$ cat config.mk
export PLATFORM = sky130hd
export DESIGN_NAME = websocket_frame_deframer
export DESIGN_NICKNAME = d
export VERILOG_FILES = /design/src/rtl/core/wsd_pkg.sv /design/src/rtl/core/wsd_front.sv /design/src/rtl/core/wsd_fifo.sv /design/src/rtl/core/wsd_back.sv /design/src/rtl/core/websocket_frame_deframer.sv
export SDC_FILE = /design/constraint.sdc
export NUM_CORES = 1
export LEC_CHECK = 0
export CELL_PAD_IN_SITES_DETAIL_PLACEMENT = 1
export CELL_PAD_IN_SITES_GLOBAL_PLACEMENT = 1
export CORE_MARGIN = 2
export CORE_UTILIZATION = 35
export CTS_CLUSTER_SIZE = 16
export DETAILED_ROUTE_END_ITERATION = 10
export DONT_BUFFER_PORTS = 1
export GPL_ROUTABILITY_DRIVEN = 0
export GPL_TIMING_DRIVEN = 0
export PLACE_DENSITY_LB_ADDON = 0.15
export SETUP_SLACK_MARGIN = 0.4
export SYNTH_ARGS = -nofsm -noshare
export SYNTH_HDL_FRONTEND = slang
export SYNTH_SLANG_ARGS = --single-unit
$ cat constraint.sdc
create_clock -name clk -period 5.3 [get_ports clk]
set_clock_uncertainty 0.15 [all_clocks]
set_input_delay 1.06 -clock clk [delete_from_list [all_inputs] [get_ports clk]]
set_output_delay 1.06 -clock clk [all_outputs]
set_load 0.02 [all_outputs]
$ cat src/rtl/core/wsd_pkg.sv
// Shared types and constants for the websocket frame deframer.
// Holds the queue item layout, opcode codes and length codes.
// No dependencies.
`default_nettype none
package wsd_pkg;

  localparam logic [3:0] OP_TEXT   = 4'd1;
  localparam logic [3:0] OP_BIN    = 4'd2;
  localparam logic [3:0] OP_CLS    = 4'd8;
  localparam logic [3:0] OP_PONG   = 4'd10;

  localparam logic [6:0] LEN7_SHORT_MAX = 7'd125;
  localparam logic [6:0] LEN7_EXT16     = 7'd126;

  localparam logic [3:0] EXT16_BYTES = 4'd2;
  localparam logic [3:0] EXT64_BYTES = 4'd8;

  localparam int FIFO_DEPTH = 4;
  localparam int FIFO_AW    = $clog2(FIFO_DEPTH);
  localparam int FIFO_CW    = $clog2(FIFO_DEPTH + 1);

  typedef struct packed {
    logic [7:0] data;
    logic [7:0] key;
    logic [3:0] frame_opcode;
    logic       is_control;
    logic [3:0] message_opcode;
    logic       fin;
    logic       last;
    logic       empty;
  } wsd_item_t;

endpackage
`default_nettype wire

$ cat src/rtl/core/wsd_front.sv
// Header parser: classifies each received byte and queues payload requests.
// Depends on wsd_pkg.
`default_nettype none
module wsd_front #(
  parameter int LenWidth = 64
) (
  input  wire               clk,
  input  wire               rst_n,
  input  wire               in_valid,
  input  wire  [7:0]        in_byte,
  output logic              in_ready,
  input  wire               q_ready,
  output logic              q_push,
  output wsd_pkg::wsd_item_t q_item
);
  import wsd_pkg::*;

  localparam logic [2:0] PH_HDR0 = 3'd0;
  localparam logic [2:0] PH_HDR1 = 3'd1;
  localparam logic [2:0] PH_EXT  = 3'd2;
  localparam logic [2:0] PH_MASK = 3'd3;
  localparam logic [2:0] PH_DATA = 3'd4;

  logic [2:0]          phase_r, phase_nxt;
  logic [3:0]          ext_left_r, ext_left_nxt;
  logic                fin_r, fin_nxt;
  logic [3:0]          opcode_r, opcode_nxt;
  logic                masked_r, masked_nxt;
  logic [LenWidth-1:0] remain_r, remain_nxt;
  logic [1:0]          key_idx_r, key_idx_nxt;
  logic [3:0]          asm_op_r, asm_op_nxt;
  logic [7:0]          key_r [4];
  logic                accept;
  logic                len_known;
  logic                key_wr;
  logic                ctl;

  assign in_ready = q_ready;
  assign accept   = in_valid & in_ready;
  assign ctl      = (opcode_r >= OP_CLS) && (opcode_r <= OP_PONG);
  assign key_wr   = accept && (phase_r == PH_MASK);

  always_comb begin
    phase_nxt    = phase_r;
    ext_left_nxt = ext_left_r;
    fin_nxt      = fin_r;
    opcode_nxt   = opcode_r;
    masked_nxt   = masked_r;
    remain_nxt   = remain_r;
    key_idx_nxt  = key_idx_r;
    asm_op_nxt   = asm_op_r;
    len_known    = 1'b0;
    q_push       = 1'b0;
    q_item.data           = 8'd0;
    q_item.key            = 8'd0;
    q_item.frame_opcode   = opcode_r;
    q_item.is_control     = ctl;
    q_item.message_opcode = asm_op_r;
    q_item.fin            = fin_r;
    q_item.last           = 1'b1;
    q_item.empty          = 1'b1;
    if (accept) begin
      unique case (phase_r)
        PH_HDR0: begin
          fin_nxt    = in_byte[7];
          opcode_nxt = in_byte[3:0];
          if (in_byte[3:0] == OP_TEXT || in_byte[3:0] == OP_BIN) begin
            asm_op_nxt = in_byte[3:0];
          end
          phase_nxt = PH_HDR1;
        end
        PH_HDR1: begin
          masked_nxt = in_byte[7];
          if (in_byte[6:0] <= LEN7_SHORT_MAX) begin
            remain_nxt = LenWidth'(in_byte[6:0]);
            len_known  = 1'b1;
          end else begin
            remain_nxt   = '0;
            ext_left_nxt = (in_byte[6:0] == LEN7_EXT16) ? EXT16_BYTES : EXT64_BYTES;
            phase_nxt    = PH_EXT;
          end
        end
        PH_EXT: begin
          remain_nxt   = {remain_r[LenWidth-9:0], in_byte};
          ext_left_nxt = ext_left_r - 4'd1;
          len_known    = (ext_left_r == 4'd1);
        end
        PH_MASK: begin
          key_idx_nxt = key_idx_r + 2'd1;
          if (key_idx_r == 2'd3) begin
            if (remain_r == '0) begin
              q_push    = 1'b1;
              phase_nxt = PH_HDR0;
            end else begin
              phase_nxt = PH_DATA;
            end
          end
        end
        PH_DATA: begin
          q_push       = 1'b1;
          q_item.data  = in_byte;
          q_item.key   = masked_r ? key_r[key_idx_r] : 8'd0;
          q_item.empty = 1'b0;
          q_item.last  = (remain_r == LenWidth'(1));
          key_idx_nxt  = key_idx_r + 2'd1;
          remain_nxt   = remain_r - LenWidth'(1);
          if (remain_r == LenWidth'(1)) begin
            phase_nxt = PH_HDR0;
          end
        end
        default: phase_nxt = PH_HDR0;
      endcase
      if (len_known) begin
        key_idx_nxt = 2'd0;
        if (masked_nxt) begin
          phase_nxt = PH_MASK;
        end else if (remain_nxt == '0) begin
          q_push    = 1'b1;
          phase_nxt = PH_HDR0;
        end else begin
          phase_nxt = PH_DATA;
        end
      end
    end
  end

  always_ff @(posedge clk) begin
    if (!rst_n) begin
      phase_r    <= PH_HDR0;
      ext_left_r <= 4'd0;
      fin_r      <= 1'b0;
      opcode_r   <= 4'd0;
      masked_r   <= 1'b0;
      remain_r   <= '0;
      key_idx_r  <= 2'd0;
      asm_op_r   <= 4'd0;
    end else begin
      phase_r    <= phase_nxt;
      ext_left_r <= ext_left_nxt;
      fin_r      <= fin_nxt;
      opcode_r   <= opcode_nxt;
      masked_r   <= masked_nxt;
      remain_r   <= remain_nxt;
      key_idx_r  <= key_idx_nxt;
      asm_op_r   <= asm_op_nxt;
    end
  end

  always_ff @(posedge clk) begin
    if (key_wr) begin
      key_r[key_idx_r] <= in_byte;
    end
  end

  a_empty_is_last: assert property (@(posedge clk) disable iff (!rst_n)
    q_push && q_item.empty |-> q_item.last && q_item.data == 8'd0)
    else $error("empty request not marked last");
  a_push_needs_room: assert property (@(posedge clk) disable iff (!rst_n)
    q_push |-> q_ready)
    else $error("request pushed into full queue");
  a_data_nonzero_len: assert property (@(posedge clk) disable iff (!rst_n)
    phase_r == PH_DATA |-> remain_r != '0)
    else $error("payload phase with no bytes left");

endmodule
`default_nettype wire

$ cat src/rtl/core/wsd_fifo.sv
// Short request queue between the header parser and the output stage.
// Depends on wsd_pkg.
`default_nettype none
module wsd_fifo (
  input  wire                clk,
  input  wire                rst_n,
  input  wire                push,
  input  wsd_pkg::wsd_item_t push_item,
  output logic               push_ready,
  input  wire                pop,
  output logic               pop_valid,
  output wsd_pkg::wsd_item_t pop_item
);
  import wsd_pkg::*;

  wsd_item_t          mem_r [FIFO_DEPTH];
  logic [FIFO_AW-1:0] wr_ptr_r, wr_ptr_nxt;
  logic [FIFO_AW-1:0] rd_ptr_r, rd_ptr_nxt;
  logic [FIFO_CW-1:0] count_r, count_nxt;

  assign push_ready = (count_r != FIFO_CW'(FIFO_DEPTH));
  assign pop_valid  = (count_r != '0);
  assign pop_item   = mem_r[rd_ptr_r];

  always_comb begin
    wr_ptr_nxt = push ? wr_ptr_r + FIFO_AW'(1) : wr_ptr_r;
    rd_ptr_nxt = pop ? rd_ptr_r + FIFO_AW'(1) : rd_ptr_r;
    count_nxt  = count_r + FIFO_CW'(push) - FIFO_CW'(pop);
  end

  always_ff @(posedge clk) begin
    if (!rst_n) begin
      wr_ptr_r <= '0;
      rd_ptr_r <= '0;
      count_r  <= '0;
    end else begin
      wr_ptr_r <= wr_ptr_nxt;
      rd_ptr_r <= rd_ptr_nxt;
      count_r  <= count_nxt;
    end
  end

  always_ff @(posedge clk) begin
    if (push) begin
      mem_r[wr_ptr_r] <= push_item;
    end
  end

  a_count_bound: assert property (@(posedge clk) disable iff (!rst_n)
    count_r <= FIFO_CW'(FIFO_DEPTH))
    else $error("queue count overflow");
  a_no_pop_empty: assert property (@(posedge clk) disable iff (!rst_n)
    pop |-> pop_valid)
    else $error("pop from empty queue");
  a_ptr_gap: assert property (@(posedge clk) disable iff (!rst_n)
    (count_r == '0 || count_r == FIFO_CW'(FIFO_DEPTH)) |-> wr_ptr_r == rd_ptr_r)
    else $error("queue pointers out of step");

endmodule
`default_nettype wire

$ cat src/rtl/core/wsd_back.sv
// Output stage: unmasks queued payload requests into the result register.
// Depends on wsd_pkg.
`default_nettype none
module wsd_back (
  input  wire                clk,
  input  wire                rst_n,
  input  wire                q_valid,
  input  wsd_pkg::wsd_item_t q_item,
  output logic               q_pop,
  output logic               out_tvalid,
  input  wire                out_tready,
  output logic [7:0]         out_tdata,
  output logic [11:0]        out_tuser,
  output logic               out_tlast
);
  import wsd_pkg::*;

  logic        valid_r;
  logic [7:0]  data_r;
  logic [11:0] user_r;
  logic        last_r;
  logic        done;

  assign q_pop = q_valid && (!valid_r || out_tready);
  assign done  = q_item.last && q_item.fin && !q_item.is_control;

  always_ff @(posedge clk) begin
    if (!rst_n) begin
      valid_r <= 1'b0;
    end else if (q_pop) begin
      valid_r <= 1'b1;
    end else if (out_tready) begin
      valid_r <= 1'b0;
    end
  end

  always_ff @(posedge clk) begin
    if (q_pop) begin
      data_r <= q_item.data ^ q_item.key;
      user_r <= {done, q_item.empty, q_item.fin, q_item.message_opcode,
                 q_item.is_control, q_item.frame_opcode};
      last_r <= q_item.last;
    end
  end

  assign out_tvalid = valid_r;
  assign out_tdata  = data_r;
  assign out_tuser  = user_r;
  assign out_tlast  = last_r;

  a_done_is_last: assert property (@(posedge clk) disable iff (!rst_n)
    out_tvalid && out_tuser[11] |-> out_tlast && !out_tuser[4])
    else $error("message done off the last result");
  a_empty_zero: assert property (@(posedge clk) disable iff (!rst_n)
    out_tvalid && out_tuser[10] |-> out_tdata == 8'd0 && out_tlast)
    else $error("empty result carries data");
  a_ctl_match: assert property (@(posedge clk) disable iff (!rst_n)
    out_tvalid |-> out_tuser[4] == (out_tuser[3:0] >= OP_CLS && out_tuser[3:0] <= OP_PONG))
    else $error("control flag does not match opcode");

endmodule
`default_nettype wire

$ cat src/rtl/core/websocket_frame_deframer.sv
// Websocket frame deframer: byte stream in, unmasked payload results out.
// Instantiates wsd_front, wsd_fifo and wsd_back; depends on wsd_pkg.
// Takes one received byte per cycle while the queue has room: header, extended
// length and mask key bytes are absorbed by the parser, and each payload
// byte (or one empty result per zero-length frame) enters a four-entry
// queue and leaves through a registered output.
// Input ready drops only when the queue is full under output backpressure.
`default_nettype none
module websocket_frame_deframer #(
  parameter int LENGTH_WIDTH = 64
) (
  input  wire         clk,
  input  wire         rst_n,
  input  wire         in_tvalid,
  output logic        in_tready,
  input  wire  [7:0]  in_tdata,   // [7:0] rx_byte
  output logic        out_tvalid,
  input  wire         out_tready,
  output logic [7:0]  out_tdata,  // [7:0] payload_byte
  output logic [11:0] out_tuser,  // [3:0] frame_opcode, [4] is_control,
                                  // [8:5] message_opcode, [9] frame_fin,
                                  // [10] empty_frame, [11] message_done
  output logic        out_tlast   // last_of_frame
);
  import wsd_pkg::*;

  wsd_item_t push_item;
  wsd_item_t pop_item;
  logic      push;
  logic      push_ready;
  logic      pop;
  logic      pop_valid;

  wsd_front #(.LenWidth(LENGTH_WIDTH)) u_front (
    .clk      (clk),
    .rst_n    (rst_n),
    .in_valid (in_tvalid),
    .in_byte  (in_tdata),
    .in_ready (in_tready),
    .q_ready  (push_ready),
    .q_push   (push),
    .q_item   (push_item)
  );

  wsd_fifo u_fifo (
    .clk        (clk),
    .rst_n      (rst_n),
    .push       (push),
    .push_item  (push_item),
    .push_ready (push_ready),
    .pop        (pop),
    .pop_valid  (pop_valid),
    .pop_item   (pop_item)
  );

  wsd_back u_back (
    .clk        (clk),
    .rst_n      (rst_n),
    .q_valid    (pop_valid),
    .q_item     (pop_item),
    .q_pop      (pop),
    .out_tvalid (out_tvalid),
    .out_tready (out_tready),
    .out_tdata  (out_tdata),
    .out_tuser  (out_tuser),
    .out_tlast  (out_tlast)
  );

endmodule
`default_nettype wire

Yosys cells after proc, flatten, opt, wreduce, memory -nomap -nowiden
Memory sizes are Yosys's and may differ from the RTL's. A register that Yosys moved wholly into a read port is not among the register bits.
Cells that the tools add are included.
Storage, ports and cells
  output and inout port bits: 23
  bits in writable memories: 144
  bits in registers: 112
  memories: 2
  logic and storage cells: 110
Memory list
  u_fifo.mem_r: words 4, width 28, rd ports 1, clocked after memory_dff 1, wr ports 1, RTL line wsd_fifo.sv:16  | wsd_item_t mem_r [FIFO_DEPTH];
  u_front.key_r: words 4, width 8, rd ports 1, clocked after memory_dff 1, wr ports 1, RTL line wsd_front.sv:32  | logic [7:0] key_r [4];
Operators by class
  $add $sub $neg: 7
  bitwise logic cells: 2
  $lt $le $gt $ge: 3
  reduce and logical (&&, ||, !) cells: 22
  equality and inequality tests: 16
  mux-type cells: 43
Operators with widths (count)
  64-bit one-hot mux with 3 select lines: 1
  64-bit zero test: 2
  64-bit by 1-bit == test with 1-bit output (second input constant): 1
  64-bit 2-to-1 mux: 1
  64-bit by 1-bit subtractor with 64-bit output (second input constant): 1
  16-bit 2-to-1 mux: 2
  3-bit 2-to-1 mux: 7
  1-bit 2-to-1 mux: 16
  2-bit 2-to-1 mux: 8
  3-bit one-hot mux with 5 select lines: 1
  3-bit inequality test (second input constant): 3
  4-bit by 1-bit == test with 1-bit output (second input constant): 2
  4-bit 2-to-1 mux: 2
  8-bit 2-to-1 mux: 1
  4-bit one-hot mux with 2 select lines: 1
  8-bit XOR: 1
  7-bit == test (second input constant): 1
  7-bit less-or-equal comparator (second input constant): 1
  7-bit 2-to-1 mux: 1
  2-bit by 1-bit adder with 2-bit output (second input constant): 3
  3-bit by 2-bit == test with 1-bit output (second input constant): 2
  3-bit AND reduction: 2
  2-bit nonzero test: 3
  1-bit logical AND: 5
  21 further kinds: 25

Longest topological paths before layout
  word-level depth: 11
  mapped depth: 22
  depth with buffers taken out: 20

Cells and area by module
From an unflattened synthesis, not the netlist that was laid out.
Second synthesis, totals
  cells, all modules: 1280
  area, all modules: 13514.2 sq um
Modules (own cells, without submodules)
  wsd_front: cells each 1056, area an instance 8230.4 sq um, times used 1
  wsd_fifo: cells each 189, area an instance 4528.1 sq um, times used 1
  wsd_back: cells each 35, area an instance 755.7 sq um, times used 1

Least setup slack after synthesis
No wires, ideal clock.
  path kind: input -> register
  from: input port in_tdata[1]
  to: register u_fifo.count_r[2]
  path buffers: 1
  setup slack: 648 ps
  stages on the path: 19
  required time: 5022 ps
  data arrival time: 4374 ps
  path through: clkbuf_1 -> and4_1 -> and3_1 -> a21oi_1 -> a211oi_1 -> and4b_1 -> nand4_1 -> nor4_4 -> nand3_2 -> o22ai_4 -> inv_1 -> ha_1 -> inv_1 -> ha_1 -> inv_1 -> fa_1 -> xor2_1 -> xnor2_1 -> nor2_1
Between the ends
  word-level cells in the longest chain between the ends: 11
Ends and longest elaborated chain
  start, declared: RTL line websocket_frame_deframer.sv:16  | input wire [7:0] in_tdata,
  7-bit less-or-equal comparator: RTL line wsd_front.sv:74  | if (in_byte[6:0] <= LEN7_SHORT_MAX) begin
  7-bit 2-to-1 mux: RTL line wsd_front.sv:74
  64-bit one-hot mux with 3 select lines: RTL line wsd_front.sv:63  | unique case (phase_r)
  64-bit 2-to-1 mux: RTL line wsd_front.sv:62  | if (accept) begin
  64-bit zero test: RTL line wsd_front.sv:117  | end else if (remain_nxt == '0) begin
  1-bit 2-to-1 mux: RTL line wsd_front.sv:117
  1-bit 2-to-1 mux: RTL line wsd_front.sv:115  | if (masked_nxt) begin
  1-bit 2-to-1 mux (*): RTL line wsd_front.sv:113  | if (len_known) begin
  1-bit 2-to-1 mux (*): RTL line wsd_front.sv:62
  3-bit by 1-bit adder with 3-bit output (*): RTL line wsd_fifo.sv:28  | count_nxt = count_r + FIFO_CW'(push) - FIFO_CW'(pop);
  3-bit by 1-bit subtractor with 3-bit output (*): RTL line wsd_fifo.sv:28
  end signal, assigned: RTL line wsd_fifo.sv:39  | count_r <= count_nxt;
  end, declared: RTL line wsd_fifo.sv:19  | logic [FIFO_CW-1:0] count_r, count_nxt;
Every way passes the cells marked *; elsewhere a longest branch is shown, timed or not. The select of a mux whose other input is x is not followed.
A chain may end at the register's enable or synchronous reset.

Worst setup path in the final report
  from: register u_front.remain_r[1]
  to: register u_fifo.count_r[2]
Between the ends
  word-level cells in the longest chain between the ends: 10
Ends and longest elaborated chain
  start, declared: RTL line wsd_front.sv:29  | logic [LenWidth-1:0] remain_r, remain_nxt;
  start signal, assigned: RTL line wsd_front.sv:143  | remain_r <= remain_nxt;
  64-bit by 1-bit subtractor with 64-bit output / 64-bit zero test (equally long branches): RTL line wsd_front.sv:106, wsd_front.sv:91
  64-bit one-hot mux with 3 select lines / 1-bit 2-to-1 mux (equally long branches): RTL line wsd_front.sv:63, wsd_front.sv:91
  64-bit 2-to-1 mux / 1-bit 2-to-1 mux (equally long branches): RTL line wsd_front.sv:62, wsd_front.sv:90
  64-bit zero test / 1-bit one-hot mux with 2 select lines (equally long branches): RTL line wsd_front.sv:117, wsd_front.sv:63
  1-bit 2-to-1 mux: RTL line wsd_front.sv:117
  1-bit 2-to-1 mux: RTL line wsd_front.sv:115
  1-bit 2-to-1 mux (*): RTL line wsd_front.sv:113
  1-bit 2-to-1 mux (*): RTL line wsd_front.sv:62
  3-bit by 1-bit adder with 3-bit output (*): RTL line wsd_fifo.sv:28
  3-bit by 1-bit subtractor with 3-bit output (*): RTL line wsd_fifo.sv:28
Marks and branches as above.

==> impl_metrics.toml <==
[floorplanning]
num_io_pins = 35
die_h_um = 203
initial_core_util_pct = 35.6
row_count = 72
coreArea_sq_mm = 0.0388
dieArea_sq_mm = 0.0411
die_w_um = 203

[place]
place_area_sq_mm = 0.0145
dp_hpwl_mm = 36.3
dp_worst_setup_slack_ns = -0.716
portBuffers = 0

[global_route]
antenna_found_initial = 0
groute.usage.overall_pct = 25.4
grt_pass1_vias = 11800
grt-ovfl-total = 0
grt_first_pass_wirelength_mm = 77.7
grt_max_degree = 29

[logic_synthesis]
synth_seq_area_share_pct = 49.6
synth_enable_flop_cells = 165
ys_warn_count = 0
synth_nets = 1332
yosysMostFrequentCell = "edfxtp_1"
synth.area.top_cells = "edfxtp_1 36%, dfxtp_1 14%, mux4_2 4.6%"
syn_area_sq_mm = 0.0138
yosys-top-cells-count = "165 x edfxtp_1, 133 x nor2_1, 104 x nand2_1, 95 x dfxtp_1, 75 x a21oi_1"
synth.top_cell.area_share_pct = 35.9
synth_flop_cell = "edfxtp_1"
synth.avg_cell_area_sq_um = 10.6
ys_async_sr_fraction_pct = 0
ys_seq_elements = 260
yosys.area.top_type = "edfxtp_1"
synthCells = 1305
synth.distinct_cells = 100

[worst_setup_path]
worstSetupEndpoint = "u_fifo.count_r[2]"
critPathKind = "register to register"
r2r_start = "u_front.remain_r[1]"
cp_slowest_cell = "nor4_4"
crit_path_end_kind = "register"
path_cells = "buf_4, nor4_4, buf_4, nand4_1, or3_4, o311a_1, a211oi_2, nand4_1, nor4_4, nand3_2, o22ai_4, inv_2, ha_1, inv_1, ha_1, inv_1, fa_2, xor2_1, xnor2_1, nor2_1"
r2r_slack_ns = 0.54
cp.required_ns = 5.58
cpPeakStageDelay_ns = 0.42
arrival_ns = 5.03
reg2regPathDepth = 20
worstReg2RegEnd = "u_fifo.count_r[2]"
crit_start = "u_front.remain_r[1]"
start_kind = "register"
worstPathMaxFanout = 8

[timing]
tightest_slew_ns = 0.981
period_share_pct = 89.7
fin_crit_ns = 4.76
whs_ns = 0.321
hold_viol = 0
relSlewSlack_pct = 34.6
fin_ws_ns = 0.544
rsz0062_at_grt = "no"
max_freq_mhz = 210
slew_viol_final = 0
finalSetupViolCount = 0

[routing]
vias = 11700
drc = 0
drt_iter0_drc = 1107
dr.pass1.iters = 5
postRouteAntennaNets = 0
routed_via_density = 6.06
wirelength_mm = 52.8
avgRoutedWirePerCell_um = 27.4

[cts]
clockBufferDepth = 3
cts-root-buf = "clkbuf_16"
path_clk_slew_ns = 0.06
numCtsBuffers = 31
ctsHoldBuffers = 0
cts.sinks = 260
cts_tree = "done"
clock_latency_ns = 0.62
h-tree-depth = 1

[cells_and_area]
fin_util_pct = 42.7
final_area_sq_mm = 0.0166
diodes = 0
final_nets = 1410
final_layout_size_suffix_gt1_share_pct = 22.7
synthToLayoutAreaGrowth_pct = 20.0

[pwr]
peakVddDrop_mv = 0.275
p_per_area_mw_per_mm2 = 573
leakage_nw = 5.64

[status]
status = "completed"

[worst_hold_path]
hold_class = "register to register"

[flow_run]
cap_viol_max_count = 0
-- kinds of logic (layout without fill, tap and decap cells) --
family	count (synthesis)	in the layout	synth area share, %
DFF	260	260	49.6
muxes	38	38	5.31
AOI/OAI and AO/OA	298	298	15.1
xor gates and xnor gates	48	48	3.04
and+or+nand+nor	498	498	20.0
adders and majority gates	16	16	1.49
buffers and inverters	147	250	5.39
-- worst min path at each step --
| stage | startpoint | to | slack (ns) | cells after the start |
|---|---|---|---|---|
| floorplan | u_front.asm_op_r[2] | u_front.asm_op_r[2] | 0.29 | 2 |
| global placement | u_front.asm_op_r[3] | u_front.asm_op_r[3] | 0.31 | 2 |
| detailed placement | u_front.asm_op_r[2] | u_front.asm_op_r[2] | 0.31 | 2 |
| CTS | u_front.asm_op_r[2] | u_front.asm_op_r[2] | 0.32 | 2 |
| global route | u_front.asm_op_r[2] | u_front.asm_op_r[2] | 0.35 | 2 |
| finish | u_front.asm_op_r[2] | u_front.asm_op_r[2] | 0.32 | 2 |
-- what timing repair did --
item	4_1_cts	5_1_grt
gates resized for setup	67	101
pin swaps	19	38
cloned	0	2
buffers inserted	20	22
setup endpoints to repair	115	14
-- layout by cell type (no fill, tap or decap), types with 8 or more instances in the layout --
master and instances:
o21ai_0 48, nand4_1 23, mux4_2 28, xor2_1 41, or3_1 10, o211ai_1 14
buf_4 47, nor4_2 9, dfxtp_1 95, clkbuf_16 32, nor3_1 29, edfxtp_1 165
nand2_1 101, buf_6 12, a31oi_1 14, clkbuf_1 48, inv_1 23, and3_1 17
nor2_1 131, a211oi_1 31, nor4_1 15, nor2b_1 13, nor4_4 23, a21oi_1 72
mux2i_1 8, nor3_2 9, buf_1 10, clkbuf_8 16, nand3_1 32, clkbuf_2 13
ha_1 13, buf_2 20
-- per-stage QoR --
step                std cells  power [mW]  TNS (ns)
CTS                      1902        9.06         0
floorplan                1305        5.09         0
global placement         1823        6.33    -77.91
finish                   1926        9.50         0
global route             1926        9.86         0
detailed placement       1824        6.37    -53.86
-- critical path: cells and delay by family (launching register included) --
family,cells,cell delay [ns]
XOR/XNOR,2,0.32
AND/OR/NAND/NOR,7,1.78
flip-flops,1,0.30
AO/OA/AOI/OAI,3,0.69
adder cells (fa/ha/maj),3,0.74
buffers and inverters,5,0.58
-- flip-flops by register name, indices dropped and copies added (netlist names), named ones only --
name and flops:
u_front.key_idx_r 2, u_front.opcode_r 4, u_fifo.count_r 3, u_back.out_tuser 12
u_back.out_tdata 8, u_front.masked_r 1, u_front.remain_r 64, u_front.key_r 32
u_fifo.rd_ptr_r 2, u_front.phase_r 3, u_back.out_tvalid 1, u_front.asm_op_r 4
u_front.fin_r 1, u_fifo.mem_r 112, u_fifo.wr_ptr_r 2, u_front.ext_left_r 4
u_back.out_tlast 1
-- power breakdown --
part           total [mW]  leakage (nW)  switching [mW]  internal, mW
Combinational        4.45          2.84            2.86          1.59
Clock                2.31         0.524           0.899          1.41
Sequential           2.74          2.28           0.279          2.47
Total                9.50          5.64            4.04          5.46
-- area by class of cell --
class | count | area, sq um
Fill cell | 4214 | 22300
Clock inverter | 16 | 238
Timing Repair Buffer | 45 | 385
Clock buffer | 42 | 877
Sequential cell | 260 | 6860
Tap cell | 518 | 648
Buffer | 120 | 737
Inverter | 27 | 101
Multi-Input combinational cell | 898 | 6730
-- routing by layer --
| metal | share of wire [%] | vias to the layer above | global-route usage [%] | routed length, um |
|---|---|---|---|---|
| met3 | 7.5 | 159 | 4.98 | 3940 |
| met2 | 46 | 542 | 41.4 | 24600 |
| met1 | 41 | 5865 | 32.5 | 21600 |
| met5 | 0 | - | 0 | 0 |
| met4 | 5.2 | 0 | 11.9 | 2750 |
| li1 | - | 5115 | - | - |
(Power assumes the default switching activity.)
